`src/sv/wpdm_ring.sv`:
```
// ----------------------------------------------------------------------------
// Peak meter sample ring
// One-write, one-read memory of paired line and neutral codes, read registered.
// ----------------------------------------------------------------------------
`timescale 1ns / 1ps

module wpdm_ring #(
	parameter int DEPTH  = 200,
	parameter int ADDR_W = $clog2(DEPTH),
	parameter int DATA_W = 24
) (
	input  logic              clk,
	input  logic              we,
	input  logic [ADDR_W-1:0] waddr,
	input  logic [DATA_W-1:0] wdata,
	input  logic              re,
	input  logic [ADDR_W-1:0] raddr,
	output logic [DATA_W-1:0] rdata
);

	logic [DATA_W-1:0] mem_q [DEPTH];
	logic [DATA_W-1:0] rdata_q;

	always_ff @(posedge clk) begin
		if (we) begin
			mem_q[waddr] <= wdata;
		end
	end

	always_ff @(posedge clk) begin
		if (re) begin
			rdata_q <= mem_q[raddr];
		end
	end

	assign rdata = rdata_q;

endmodule

```
`config.mk`:
```
export PLATFORM = sky130hd
export DESIGN_NAME = wpdm_ring
export DESIGN_NICKNAME = d
export VERILOG_FILES = /design/src/sv/wpdm_ring.sv
export SDC_FILE = /design/constraint.sdc
export NUM_CORES = 2
export LEC_CHECK = 0
export BUFFER_PORTS_ARGS = -buffer_cell sky130_fd_sc_hd__buf_2
export CORE_MARGIN = 3
export CORE_UTILIZATION = 57
export DETAILED_ROUTE_END_ITERATION = 6
export HOLD_SLACK_MARGIN = 0.06
export PLACE_DENSITY = 0.77
export SYNTH_ARGS = -nofsm -noshare
export SYNTH_HDL_FRONTEND = slang
export SYNTH_MEMORY_MAX_BITS = 65536
export SYNTH_SLANG_ARGS = --single-unit
```
`constraint.sdc`:
```
create_clock -name clk -period 2.3 [get_ports clk]
set_clock_uncertainty 0.05 [all_clocks]
set_input_delay 0 -clock clk [delete_from_list [all_inputs] [get_ports clk]]
set_output_delay 0 -clock clk [all_outputs]
set_load 0.02 [all_outputs]
```
==> results.md <==
- Final worst setup slack: -0.3097 ns
- Layout cell share with drive strength beyond 1: 34.31%
- Filler cells: 18230
- TritonCTS clock tree: done
- Final Wtd Congestion: 0.8993
- Top area cells in the synthesized netlist: edfxtp_1 78%, mux4_2 13%, mux2i_1 2.5%
- RSZ-0062 raised after global routing: true
- Tot Pwr: 183.9 mW
- Initial antenna violation count: 44
- Final wirelength: 549900 um
- Power Density: 843.6 nW/um^2
- Clk slew on worst S/H paths: 0.07 ns
- Mapped Area: 184900 sq um
- Pin count of the biggest net entering global routing: 89
- Violated checks: negative setup slack
- Relative max-transition margin: 16.99%
- Reg area: 144900 sq um
- Mapped Cells: 8121
- DP Cell Count: 13120
- Status: finished, violations left
- Yosys cell types: 53
- Initial Utilization: 57.42%
- Register bit total from synthesis: 4824
- Total die area: 331200 sq um
- Post-synth EDFFs: 4824
- Post-route insts no fill: 14030
- Max Fclk: 383.2 MHz
- Ys async rst share: 0%
- CTS sink cnt: 4824
- Yosys top cell area share: 78.37%
- Hold WC Path Type: in2reg
- Die H: 575.5 um
- Vias: 98680
- Top-count cell post-synth: edfxtp_1
- Peak VDD IR: 0.0008777 V
- Clock latency on the worst-skew pair: 1.00 ns
- Chip width: 575.5 um
- Crit share post-route: 113.5%
- Final core utilization: 67.70%
- Iter 0 DRT Violations: 17550
- Crit path time final: 2.610 ns
- Area post-placement: 201100 sq um
- Yosys warnings: 0
- HPWL after DPL: 305200 um
- Final Net Count: 9369
- Area occupied by multi-input gates: 39000 sq um
- PortBufs: 66
- CTS Buffer Depth: 4
- Synth-to-layout area growth: 17.90%
- Register area share after synthesis: 78.37%
- MaxCap Viol Count: 0
- Crit start category: flop
- Commonest cells post-synth: 4824 x edfxtp_1, 1094 x mux4_2, 455 x mux2i_1
- First-pass GRT wire length: 754700 um
- Main flop type after synthesis: edfxtp_1
- Vias in the first global route: 98350
- CTS Root Buffer Type: clkbuf_16
- Slew @ Worst Pin: 1.232 ns
- WP data arrival: 3.29 ns
- H-Tree Depth: 5
- Worst Path Required: 2.98 ns
- Total iterations of the first detailed-routing run: 6
- Synth Area per Inst: 22.76 sq um
- Total GRT Usage: 32.32%
- Synth area leader: edfxtp_1
- Hold Vio Cnt, Final: 0
- Post-Syn Nets: 8164
- Row count: 208
- Core area: 321900 sq um
- Drt drc: 0
- Leakage: 69.84 nW
- Setup violators final: 24
- Post-route cell area: 217900 sq um
- Routed WL per cell: 39.20 um
- CP max FO: 1
- Top-level port count: 67
- Congestion Overflow GR: 0
- Total CTS buffers: 452
- Max Slew Vio Count: 0
- Via/cell ratio: 7.035
- Critical path class: reg2reg
- Worst setup EP type: flop
- Routed Antenna Nets: 0
logic make-up after synthesis:
logic type / Yosys count / share of synthesized area, %
buf+inv: 475 / 1.561
flops: 4824 / 78.37
simple gates: 477 / 1.126
mux: 1584 / 16.01
compound gates: 761 / 2.942
area by class of cell:
cell class / instances / area share, %
Sequential cell: 4824 / 66.47
Multi-Input combinational cell: 2822 / 17.90
Timing Repair Buffer: 1224 / 6.381
Clock buffer: 533 / 5.359
Tap cell: 4305 / 2.472
Clock inverter: 300 / 1.401
Antenna cell: 17 / 0.01952
Inverter: 2 / 0.003445
path summary, 6_finish.rpt:
check                   to  slack, ns     startpoint  cells past startpoint
max              rdata[17]      -0.31  mem_q[45][17]                      6
min          mem_q[111][2]       0.05       wdata[2]                      2
max reg2reg      rdata[17]      -0.31  mem_q[45][17]                      6
min reg2reg       rdata[3]       0.98  mem_q[196][3]                      4
cell usage in the layout (no fill, tap or decap), types with 20 or more instances in the layout:
cell,synthesis,routed
buf_4,53,726
o21ai_0,103,89
a21oi_1,122,117
dlygate4sd3_1,0,58
o22ai_1,82,68
o21ai_1,10,21
clkinvlp_4,0,21
clkbuf_1,191,78
edfxtp_1,4824,4824
nor2_2,0,207
clkinv_1,0,95
nand2_1,68,62
nor3_1,25,20
clkbuf_16,0,456
buf_2,108,37
mux2i_1,455,445
a221oi_2,0,22
buf_6,64,42
buf_12,5,355
o221ai_1,158,158
nand3_1,38,35
bufinv_16,0,51
mux4_2,1094,1094
a221oi_1,53,22
nor2_1,278,62
mux2_2,35,32
clkinv_2,0,99
a22oi_1,81,75
nor2b_1,27,21
routing by layer:
metal  wire (um)  GRT usage [%]
met5         145              0
met4       41850          19.13
met3       78690          8.696
met2      257800          49.67
met1      171400          42.01
sequential cells by signal, indices dropped and copies added (netlist names):
| name | flops |
|---|---|
| rdata | 24 |
| mem_q | 4800 |
what timing repair did:
| action | 4_1_cts | 5_1_grt |
|---|---|---|
| hold endpoints to repair | 7561 | 0 |
| hold buffers | 67 | 0 |
| endpoints found under the setup margin | 24 | 62 |
| setup buffers | 0 | 0 |
| pin swaps | 59 | 37 |
| gates resized for setup | 200 | 60 |
| cloned | 0 | 1 |
power by group:
part	internal [mW]	total [mW]	leakage [nW]	switching, mW
Clock	42.1	75.6	7.19	33.4
Combinational	4.31	11.2	19.3	6.86
Sequential	96.9	97.1	43.4	0.215
per-stage QoR:
step | hold slack, ns | setup WS [ns] | TNS (ns)
global placement | 0.2739 | -1.606 | -20.27
CTS | 0.06096 | -0.2359 | -4.604
detailed placement | 0.2682 | -1.644 | -21.25
global route | 0.07613 | -0.3132 | -4.750
finish | 0.05299 | -0.3097 | -4.596
floorplan | 0.04887 | -0.009827 | -3.184
worst max-delay path, stage by stage (launching register included):
cell and delay (ns):
edfxtp_1 0.40, mux4_2 0.49, a22o_1 0.24, a221oi_1 0.42, o22ai_4 0.19, a211o_4 0.41
o211a_1 0.14
(Power assumes the default switching activity.)
