[config.mk]
export PLATFORM = sky130hd
export DESIGN_NAME = wpdm_mul
export DESIGN_NICKNAME = d
export VERILOG_FILES = /design/src/sv/wpdm_pkg.sv /design/src/sv/wpdm_mul.sv
export SDC_FILE = /design/constraint.sdc
export NUM_CORES = 1
export LEC_CHECK = 0
export ABC_CLOCK_PERIOD_IN_PS = 5710
export BUFFER_PORTS_ARGS = -buffer_cell sky130_fd_sc_hd__buf_2
export CAP_MARGIN = 0
export CORE_UTILIZATION = 57
export DETAILED_ROUTE_END_ITERATION = 6
export PLACE_DENSITY = 0.84
export REMOVE_ABC_BUFFERS = 1
export SLEW_MARGIN = 15
export SYNTH_ARGS = -nofsm -noshare
export SYNTH_HDL_FRONTEND = slang
export SYNTH_SLANG_ARGS = --single-unit
[constraint.sdc]
create_clock -name clk -period 5.71 [get_ports clk]
set_clock_uncertainty 0.15 [all_clocks]
set_input_delay 0.8565 -clock clk [delete_from_list [all_inputs] [get_ports clk]]
set_output_delay 0.8565 -clock clk [all_outputs]
set_load 0.1 [all_outputs]
[src/sv/wpdm_pkg.sv]
// ----------------------------------------------------------------------------
// Peak meter package
// Widths, constants, state codes and shared types of the peak meter.
// ----------------------------------------------------------------------------
`timescale 1ns / 1ps

package wpdm_pkg;

	localparam int CODE_W      = 12;
	localparam int GAIN_W      = 16;
	localparam int OUT_W       = 10;
	localparam int MUL_W       = CODE_W + GAIN_W;
	localparam int MILLI_SHIFT = 12;
	localparam int VOLT_SHIFT  = 16;

	localparam logic [GAIN_W-1:0] GAIN_RESET  = 16'd12231;
	localparam logic [GAIN_W-1:0] MILLI_SCALE = 16'd1000;
	localparam logic [OUT_W-1:0]  VOLT_MAX    = 10'd1023;
	localparam logic [OUT_W-1:0]  MILLI_MAX   = 10'd999;

	localparam logic CMD_STORE = 1'b0;
	localparam logic CMD_QUERY = 1'b1;

	typedef enum logic [6:0] {
		ST_IDLE  = 7'b0000001,
		ST_SCAN  = 7'b0000010,
		ST_DRAIN = 7'b0000100,
		ST_MULV  = 7'b0001000,
		ST_MULL  = 7'b0010000,
		ST_MULN  = 7'b0100000,
		ST_FIN   = 7'b1000000
	} state_t;

	typedef struct packed {
		logic              en;
		logic [CODE_W-1:0] a;
		logic [GAIN_W-1:0] b;
	} mul_req_t;

	function automatic logic [CODE_W-1:0] abs_diff(input logic [CODE_W-1:0] x,
	                                               input logic [CODE_W-1:0] y);
		abs_diff = (x >= y) ? (x - y) : (y - x);
	endfunction

endpackage

[src/sv/wpdm_mul.sv]
// ----------------------------------------------------------------------------
// Peak meter shared multiplier
// One registered code by gain multiplier, loaded only when requested.
// ----------------------------------------------------------------------------
`timescale 1ns / 1ps

module wpdm_mul (
	input  logic                      clk,
	input  wpdm_pkg::mul_req_t        req,
	output logic [wpdm_pkg::MUL_W-1:0] product
);

	import wpdm_pkg::*;

	logic [MUL_W-1:0] product_q;

	always_ff @(posedge clk) begin
		if (req.en) begin
			product_q <= MUL_W'(req.a) * MUL_W'(req.b);
		end
	end

	assign product = product_q;

endmodule

==> results of run 1 <==
-- cells by family (layout without fill, tap and decap cells) --
logic type               count (synthesis)  after routing  synth area share, %
adder cells (fa/ha/maj)                206            206                 51.7
AND/OR/NAND/NOR                        247            247                 16.4
flip-flops                              28             28                 12.0
AO/OA/AOI/OAI                           57             57                 5.55
XOR/XNOR                                22             22                 2.75
buffers and inverters                  217            311                 11.6
-- tightest hold or removal path, stage by stage --
cell and delay (ns):
sky130_fd_sc_hd__buf_2 0.15, sky130_fd_sc_hd__buf_4 0.15, sky130_fd_sc_hd__and2_1 0.12
-- final cells by class --
| type | instances | area [µm²] |
|---|---|---|
| flip-flops and latches | 28 | 841 |
| inverters | 186 | 698 |
| repair buffers | 122 | 783 |
| well taps | 147 | 184 |
| fillers | 942 | 4010 |
| clock buffers | 3 | 75.1 |
| multi-input cells | 532 | 5420 |
-- path summary, 6_finish.rpt --
kind,to,slack (ns),cells past startpoint
worst max-delay path,product[23]$_DFFE_PP_,0.16,18
worst min-delay path,product[0]$_DFFE_PP_,0.98,3
-- routing by layer --
layer	vias up	GRT usage (%)	share of wire (%)
met5	-	0	0
met1	2648	28.8	37
met2	183	48.6	56
li1	2507	-	-
met4	0	4.91	2.1
met3	33	2.20	4.6
-- layout by cell type, fill, tap and decap left out, drive strengths merged --
cell type    n
inv        186
nand2      143
fa         140
buf        118
ha          66
and2        65
edfxtp      28
a21oi       21
xnor2       17
nor2        15
o21ai       12
clkbuf       7
a21o         5
xor2         5
nand3        5
and3         4
nor3         3
nor2b        3
o21a         3
nor4         3
a31oi        2
nand4        2
nand2b       2
a21boi       2
a211oi       2
a311oi       2
a31o         1
o21bai       1
o211ai       1
a221oi       1
and2b        1
o2111ai      1
a2111oi      1
and4bb       1
o31ai        1
o311a        1
-- per-stage QoR --
stage                     setup slack [ns]  utilization, %  cell area (µm²)
after floorplan                      0.261               -             6900
after global placement             -0.0759            65.4             7860
after detailed placement            -0.231            65.4             7860
after CTS                           0.0489            66.0             7930
after global routing                0.0117            66.6             8000
final                                0.160            66.6             8000
-- repair_timing --
action,in CTS,in global routing
hold buffers,0,0
buffers inserted,0,0
gates resized for setup,0,14
setup endpoints to repair,0,10
==> Implementation_results.wiki, run 1 <==
{| class="wikitable"
! Metric !! Value
|-
| Status || complete, no violations
|-
| Leading post-synthesis cells by cell area || sky130_fd_sc_hd__fa_1, sky130_fd_sc_hd__edfxtp_1, sky130_fd_sc_hd__ha_1
|-
| Post-route non-filler standard cell count || approximately 1000
|-
| Ports || 58
|-
| Synth top cells by count || sky130_fd_sc_hd__inv_1, sky130_fd_sc_hd__nand2_1, sky130_fd_sc_hd__fa_1
|-
| Startpoint of the tightest hold check path || req[0]
|-
| Data arrival time of the worst path || between 5 and 6 ns
|-
| CTS tree || done
|-
| Critical path's top delay family || adder cells
|-
| Yosys cell types || 36
|-
| Category of the critical setup timing path || in -> reg
|-
| Netlist area before placement || between 7000 and 8000 µm²
|-
| Post-layout min period || 5.55 ns
|-
| Aggregate global-route resource usage || 24.6%
|-
| Critical-path cell list || buf_2, nand2_1, fa_1, inv_1, fa_1, fa_1, fa_1, inv_1, fa_1, inv_1, ha_2, a21o_1, a21oi_2, nand2b_1, a311oi_2, buf_4, a21boi_0, xnor2_1
|-
| Detailed Route Iter0 Violations || between 200 and 300
|-
| Syn Inst Count || ~780
|-
| Number of flip-flops under the largest register name || 28
|-
| Average routed wire per standard cell || about 15 µm
|-
| Area of the core || between 10000 and 15000 µm²
|-
| Worst hold path class || in -> reg
|-
| Residual DRC count || 0
|-
| Setup repair after global routing missed its margin || false
|-
| Final worst path period share || 97.2%
|-
| Count of endpoints failing hold in the final timing report || 0
|-
| Slowest cell delay on critical path || just under 0.6 ns
|-
| Antenna-violating nets left || 0
|-
| Final Max Slew Viols || 0
|-
| Die height || between 100 and 150 µm
|-
| Tightest slew margin relative to the limit || around 58%
|-
| MaxCap Viol Count || 0
|-
| Number of input and output port buffers inserted || 57
|-
| Cell at the root of the clock tree || sky130_fd_sc_hd__clkbuf_16
|-
| Via count || 5371
|-
| Number of buffer and inverter instances along the worst setup path || 5
|-
| Worst hold slack || approximately 1 ns
|-
| Fraction of final layout cells with drive strength greater than 1 || 16.2%
|-
| Global-route wire length before repair || approximately 25 mm
|-
| Mean instance size in the synthesized netlist || 9.03 µm²
|-
| DR vias/cell || roughly 5.3
|-
| Clock buffers created by TritonCTS || 3
|-
| Highest clock rate || ~0.18 GHz
|-
| Number of setup violations in the final report || 0
|-
| Wirelength, routed || about 15 mm
|-
| Worst setup path startpoint || req[6]
|-
| Yosys top cell area share || 39.9%
|-
| Placed insts || 1015
|-
| DR pass1 iterations || 5
|-
| Tightest Pin Transition || around 0.63 ns
|-
| Synth-to-Final Area Change || 14.0%
|-
| Maximum clock path buffer count || 2
|-
| Maximum number of pins on one net before global-route repair || 29
|-
| Global placement routability congestion || slightly below 0.9
|-
| Required @ worst endpoint || 5.57 ns
|-
| Final HPWL from detailed placement || about 13 mm
|-
| Standard-cell rows || 40
|-
| Initial antenna violation count || 0
|-
| TritonCTS Sinks || 28
|-
| Floorplan die width || 113 µm
|-
| Sum of overflow across all layers after global routing || 0
|-
| Setup crit end kind || flop
|-
| Starting density of the core || 58.4%
|-
| Most used standard cell by instance count after synthesis || sky130_fd_sc_hd__inv_1
|-
| Worst path slowest cell || sky130_fd_sc_hd__fa_1
|-
| Number of global-route vias before repair || between 5000 and 6000
|-
| Sequential area share after synthesis || about an eighth
|-
| Async SR Flop Fraction || 0%
|-
| Worst-path maximum fanout || 7
|-
| NumNets Final || 1109
|-
| Die Footprint || between 10000 and 15000 µm²
|-
| Number of antenna diodes || 0
|-
| H-tree Lvls || 1
|-
| Cell type with the highest occurrence count on the critical path || sky130_fd_sc_hd__fa_1
|-
| Post-Route Setup TNS || 0 ns
|-
| Cell accounting for the most synthesized area || sky130_fd_sc_hd__fa_1
|-
| EDFF count, synth || 28
|-
| Type of element launching the critical path || input pin
|-
| Register bit total from synthesis || 28
|-
| Flip-flop cell with the highest count after synthesis || sky130_fd_sc_hd__edfxtp_1
|-
| Synthesis Warnings || 0
|-
| Register clock-pin slew on the reported worst setup and hold paths || roughly 0.070 ns
|}
Power of run 1 is left out: the tool's default activity adds up to more than one toggle a clock period on the data nets, which glitch-free logic cannot reach.
==> inputs of run 2 (changes only) <==
- CORE_ASPECT_RATIO: unset -> 1.2
==> Implementation_results.wiki, run 2 (synthesis results as in run 1) <==
{| class="wikitable"
! Metric !! Value
|-
| Status || complete, no violations
|-
| Area of the multi-input gates || approximately 5400 µm²
|-
| Wirelength, routed || roughly 15 mm
|-
| Type of element launching the critical path || input pin
|-
| Post-layout min period || ~5.6 ns
|-
| Number of setup violations in the final report || 0
|-
| Number of flip-flops under the largest register name || 28
|-
| Sum of overflow across all layers after global routing || 0
|-
| Data arrival time of the worst path || between 5 and 6 ns
|-
| Maximum clock path buffer count || 2
|-
| Highest clock rate || around 0.18 GHz
|-
| Commonest non-fill, non-tap cell in the layout || sky130_fd_sc_hd__inv_1
|-
| Placed insts || ~1000
|-
| Global placement routability congestion || around 0.89
|-
| Die height || between 100 and 150 µm
|-
| Worst path slowest cell || sky130_fd_sc_hd__fa_1
|-
| Synth-to-Final Area Change || 14.0%
|-
| Standard-cell rows || 44
|-
| Final worst path period share || between 90% and 100%
|-
| DR pass1 iterations || 5
|-
| Cell type with the highest occurrence count on the critical path || sky130_fd_sc_hd__fa_1
|-
| NumNets Final || approximately 1100
|-
| Die Footprint || 12800 µm²
|-
| Slowest cell delay on critical path || ~0.55 ns
|-
| Worst-path maximum fanout || 9
|-
| Global-route wire length before repair || 25.2 mm
|-
| Initial antenna violation count || 0
|-
| Worst hold path class || in -> reg
|-
| DR vias/cell || 5.27
|-
| Required @ worst endpoint || 5.57 ns
|-
| Number of global-route vias before repair || ~5800
|-
| Fill cells || 950
|-
| Ports || 58
|-
| Number of antenna diodes || 0
|-
| Average routed wire per standard cell || ~15 µm
|-
| Count of endpoints failing hold in the final timing report || 0
|-
| Aggregate global-route resource usage || between 20% and 30%
|-
| Starting density of the core || around 58%
|-
| Summed area of non-filler cells in the final layout || about 8000 µm²
|-
| Hold-fix buffer count after cts || 0
|-
| Area of the core || 12100 µm²
|-
| Fraction of final layout cells with drive strength greater than 1 || between 15 and 20%
|-
| Clock buffers created by TritonCTS || 3
|-
| Detailed Route Iter0 Violations || 208
|-
| Leading cell types in the layout, fill and taps excluded || sky130_fd_sc_hd__inv_1, sky130_fd_sc_hd__nand2_1, sky130_fd_sc_hd__fa_1
|-
| Residual DRC count || 0
|-
| CTS tree || done
|-
| Number of input and output port buffers inserted || between 50 and 60
|-
| Via count || about 5400
|-
| Floorplan die width || ~100 µm
|-
| Tightest Pin Transition || 0.661 ns
|-
| Worst Hold Path EP || product[0]$_DFFE_PP_
|-
| Tightest slew margin relative to the limit || 56.0%
|-
| MaxCap Viol Count || 0
|-
| Worst Hold Depth || 3
|-
| Final Max Slew Viols || 0
|-
| Area after DPL || a little under 8000 µm²
|-
| Setup crit end kind || flop
|-
| Register clock-pin slew on the reported worst setup and hold paths || about 0.07 ns
|-
| Antenna-violating nets left || 0
|-
| Category of the critical setup timing path || in -> reg
|-
| Post-Route Setup TNS || 0 ns
|-
| Post-route non-filler standard cell count || 1031
|-
| Final HPWL from detailed placement || around 13 mm
|-
| Cell at the root of the clock tree || sky130_fd_sc_hd__clkbuf_16
|-
| Critical-path cell list || clkbuf_4, buf_4, nand2_1, fa_1, fa_1, fa_1, inv_1, fa_1, inv_1, fa_1, inv_1, ha_1, a21oi_2, nor3_1, nor2_1, a311oi_1, buf_4, a21boi_0, xnor2_1
|-
| Startpoint of the tightest hold check path || req[0]
|-
| H-tree Lvls || 1
|-
| Maximum number of pins on one net before global-route repair || 29
|-
| Sequential cell area || ~840 µm²
|-
| TritonCTS Sinks || 28
|}
run 2: repair_timing:
action,in CTS,in global routing
gates resized for setup,0,11
endpoints found under the setup margin,0,9
endpoints found under the hold margin,0,0
buffers inserted,0,1
run 2: layout make-up:
type	count	share of cell area [%]
flip-flops and latches	28	10.5
well taps	161	2.52
clock buffers	3	0.939
repair buffers	121	9.79
inverters	186	8.73
multi-input cells	532	67.5
run 2: worst max-delay path by stage:
stage / cells after the start / end / from
floorplan: 16 / product[26]$_DFFE_PP_ / req[22]
global placement: 17 / product[20]$_DFFE_PP_ / req[6]
detailed placement: 17 / product[24]$_DFFE_PP_ / req[19]
CTS: 17 / product[24]$_DFFE_PP_ / req[19]
global route: 17 / product[22]$_DFFE_PP_ / req[19]
finish: 19 / product[23]$_DFFE_PP_ / req[20]
run 2: metal layers:
metal / vias to the layer above / GRT usage (%) / wire (µm)
met5: - / 0 / 0
met4: 0 / 9.07 / 458
met3: 41 / 2.66 / 512
met2: 146 / 51.4 / 8850
met1: 2745 / 27.9 / 5440
li1: 2504 / - / -
run 2: metrics by stage:
stage | hold WS, ns | setup WS (ns) | utilization (%)
after floorplan | 0.819 | 0.261 | -
after global placement | 1.23 | -0.121 | 65.3
after detailed placement | 1.24 | -0.237 | 65.3
after CTS | 0.966 | 0.0492 | 65.9
after global routing | 0.987 | -0.000919 | 66.3
final | 0.967 | 0.149 | 66.3
run 2: critical path, delay by kind of cell:
family,cells,cell delay [ns]
adder cells (fa/ha/maj),6,2.86
buffers and inverters,6,0.68
AO/OA/AOI/OAI,3,0.51
AND/OR/NAND/NOR,3,0.35
XOR/XNOR,1,0.15
Power of run 2 is left out for the same reason.
==> inputs of run 3 (changes only) <==
- CORE_UTILIZATION: 57 -> 45
- PLACE_DENSITY: 0.84 -> 0.69
==> Implementation_results.wiki, run 3 (synthesis results as in run 1) <==
{| class="wikitable"
! Metric !! Value
|-
| NumNets Final || around 1100
|-
| Fill cells || 1390
|-
| Maximum clock path buffer count || 2
|-
| Data arrival time of the worst path || around 5.4 ns
|-
| M3 GR Usage || 1.31%
|-
| Cell at the root of the clock tree || sky130_fd_sc_hd__clkbuf_16
|-
| Via count || around 5400
|-
| Area of the core || about 15000 µm²
|-
| Required @ worst endpoint || 5.66 ns
|-
| Floorplan die width || approximately 120 µm
|-
| Type of element launching the critical path || input pin
|-
| Fraction of met2 tracks used by global routing || 37.0%
|-
| Sum of overflow across all layers after global routing || 0
|-
| Most used routing layer || met2
|-
| Clock buffers created by TritonCTS || 3
|-
| Hold-fix buffer count after cts || 0
|-
| Initial antenna violation count || 1
|-
| Category of the critical setup timing path || in -> reg
|-
| Tightest Pin Transition || around 0.65 ns
|-
| Status || complete, no violations
|-
| Worst path slowest cell || sky130_fd_sc_hd__fa_1
|-
| TritonCTS Sinks || 28
|-
| Die height || between 100 and 150 µm
|-
| Post-layout min period || between 5 and 6 ns
|-
| Slowest cell delay on critical path || about 0.55 ns
|-
| CTS tree || done
|-
| Worst Hold Path EP || product[0]$_DFFE_PP_
|-
| Worst Hold Depth || 3
|-
| Maximum number of pins on one net before global-route repair || 29
|-
| Number of global-route vias before repair || ~5600
|-
| GR met1 Demand/Resource || around a quarter
|-
| DR vias/cell || 4.96
|-
| H-tree Lvls || 1
|-
| Critical-path cell list || clkbuf_4, buf_4, nand2_1, fa_1, inv_1, fa_1, fa_2, fa_1, inv_1, fa_1, inv_1, ha_1, nand3_1, buf_4, a2111oi_4, nor2_2, o311a_1, a211oi_1
|-
| Aggregate global-route resource usage || 19.8%
|-
| Synth-to-Final Area Change || 16.4%
|-
| Number of buffer and inverter instances along the worst setup path || 6
|-
| Fraction of final layout cells with drive strength greater than 1 || around 17%
|-
| Commonest non-fill, non-tap cell in the layout || sky130_fd_sc_hd__inv_1
|-
| Number of setup violations in the final report || 0
|-
| Number of input and output port buffers inserted || 57
|-
| Global-route wire length before repair || roughly 25 mm
|-
| Antenna-violating nets left || 0
|-
| Ports || a little under 60
|-
| Wirelength, routed || approximately 15 mm
|-
| Final Max Slew Viols || 0
|-
| Tightest slew margin relative to the limit || 56.5%
|-
| Count of endpoints failing hold in the final timing report || 0
|-
| Area of the multi-input gates || around 5400 µm²
|-
| Residual DRC count || 0
|-
| MaxCap Viol Count || 0
|-
| Die Footprint || 16100 µm²
|-
| Number of flip-flops under the largest register name || 28
|-
| Standard-cell rows || between 40 and 50
|-
| Starting density of the core || 46.5%
|-
| Detailed Route Iter0 Violations || approximately 170
|-
| DR pass1 iterations || 4
|-
| Highest clock rate || ~0.18 GHz
|-
| Final worst path period share || 95.7%
|-
| Worst hold path class || in -> reg
|-
| Post-Route Setup TNS || 0 ns
|-
| Worst-path maximum fanout || 10
|-
| Sequential cell area || roughly 840 µm²
|-
| Final HPWL from detailed placement || about 13 mm
|-
| Register clock-pin slew on the reported worst setup and hold paths || 0.07 ns
|-
| Startpoint of the tightest hold check path || req[0]
|-
| Leading cell types in the layout, fill and taps excluded || sky130_fd_sc_hd__inv_1, sky130_fd_sc_hd__nand2_1, sky130_fd_sc_hd__fa_1
|-
| Average routed wire per standard cell || 13.6 µm
|-
| Setup crit end kind || flop
|-
| Global placement routability congestion || 0.832
|-
| Cell type with the highest occurrence count on the critical path || sky130_fd_sc_hd__fa_1
|-
| Critical path's top delay family || adder cells
|}
-- run 3: cell count changes in the layout (fill, tap and decap cells not counted), moves of 2 or more --
cell,previous run,this run
sky130_fd_sc_hd__buf_4,63,76
sky130_fd_sc_hd__a21oi_1,19,17
sky130_fd_sc_hd__a211oi_2,2,0
sky130_fd_sc_hd__a211oi_1,0,2
sky130_fd_sc_hd__a21oi_2,2,4
-- run 3: what timing repair did --
item                       in CTS  in global routing
gates resized for setup         0                 15
setup endpoints to repair       0                 10
hold endpoints to repair        0                  0
buffers inserted                0                  0
-- run 3: worst max path at each step --
stage                  from               endpoint  slack [ns]  cells past startpoint
floorplan           req[22]  product[26]$_DFFE_PP_        0.26                     16
global placement    req[19]  product[20]$_DFFE_PP_       -0.17                     18
detailed placement  req[19]  product[20]$_DFFE_PP_       -0.25                     18
CTS                 req[19]  product[20]$_DFFE_PP_        0.04                     18
global route        req[19]  product[24]$_DFFE_PP_      -0.005                     18
finish              req[19]  product[24]$_DFFE_PP_        0.24                     18
-- run 3: routing by layer --
layer  up-vias  routed length [µm]
met3        30                 371
met1      2739                5640
met2        96                8370
li1       2534                   -
met5         -                   0
met4         0                 457
-- run 3: layout make-up --
class,instances,area share (%)
sequential,28,10.3
timing repair buffer,134,10.8
antenna,1,0.0306
clock buffer,3,0.919
inverter,186,8.55
tap,204,3.12
multi-input combinational,532,66.3
-- run 3: metrics by stage --
| step | cell area [µm²] | util, % | worst slack (ns) | hold slack [ns] | cells |
|---|---|---|---|---|---|
| detailed placement | 8030 | 53.3 | -0.252 | 1.23 | 1084 |
| global placement | 8030 | 53.3 | -0.166 | 1.24 | 1084 |
| global route | 8170 | 54.2 | -0.00537 | 0.993 | 1088 |
| floorplan | 6900 | - | 0.261 | 0.819 | 746 |
| finish | 8170 | 54.2 | 0.244 | 0.972 | 1088 |
| CTS | 8110 | 53.7 | 0.0447 | 0.965 | 1087 |
Power of run 3 is left out for the same reason.
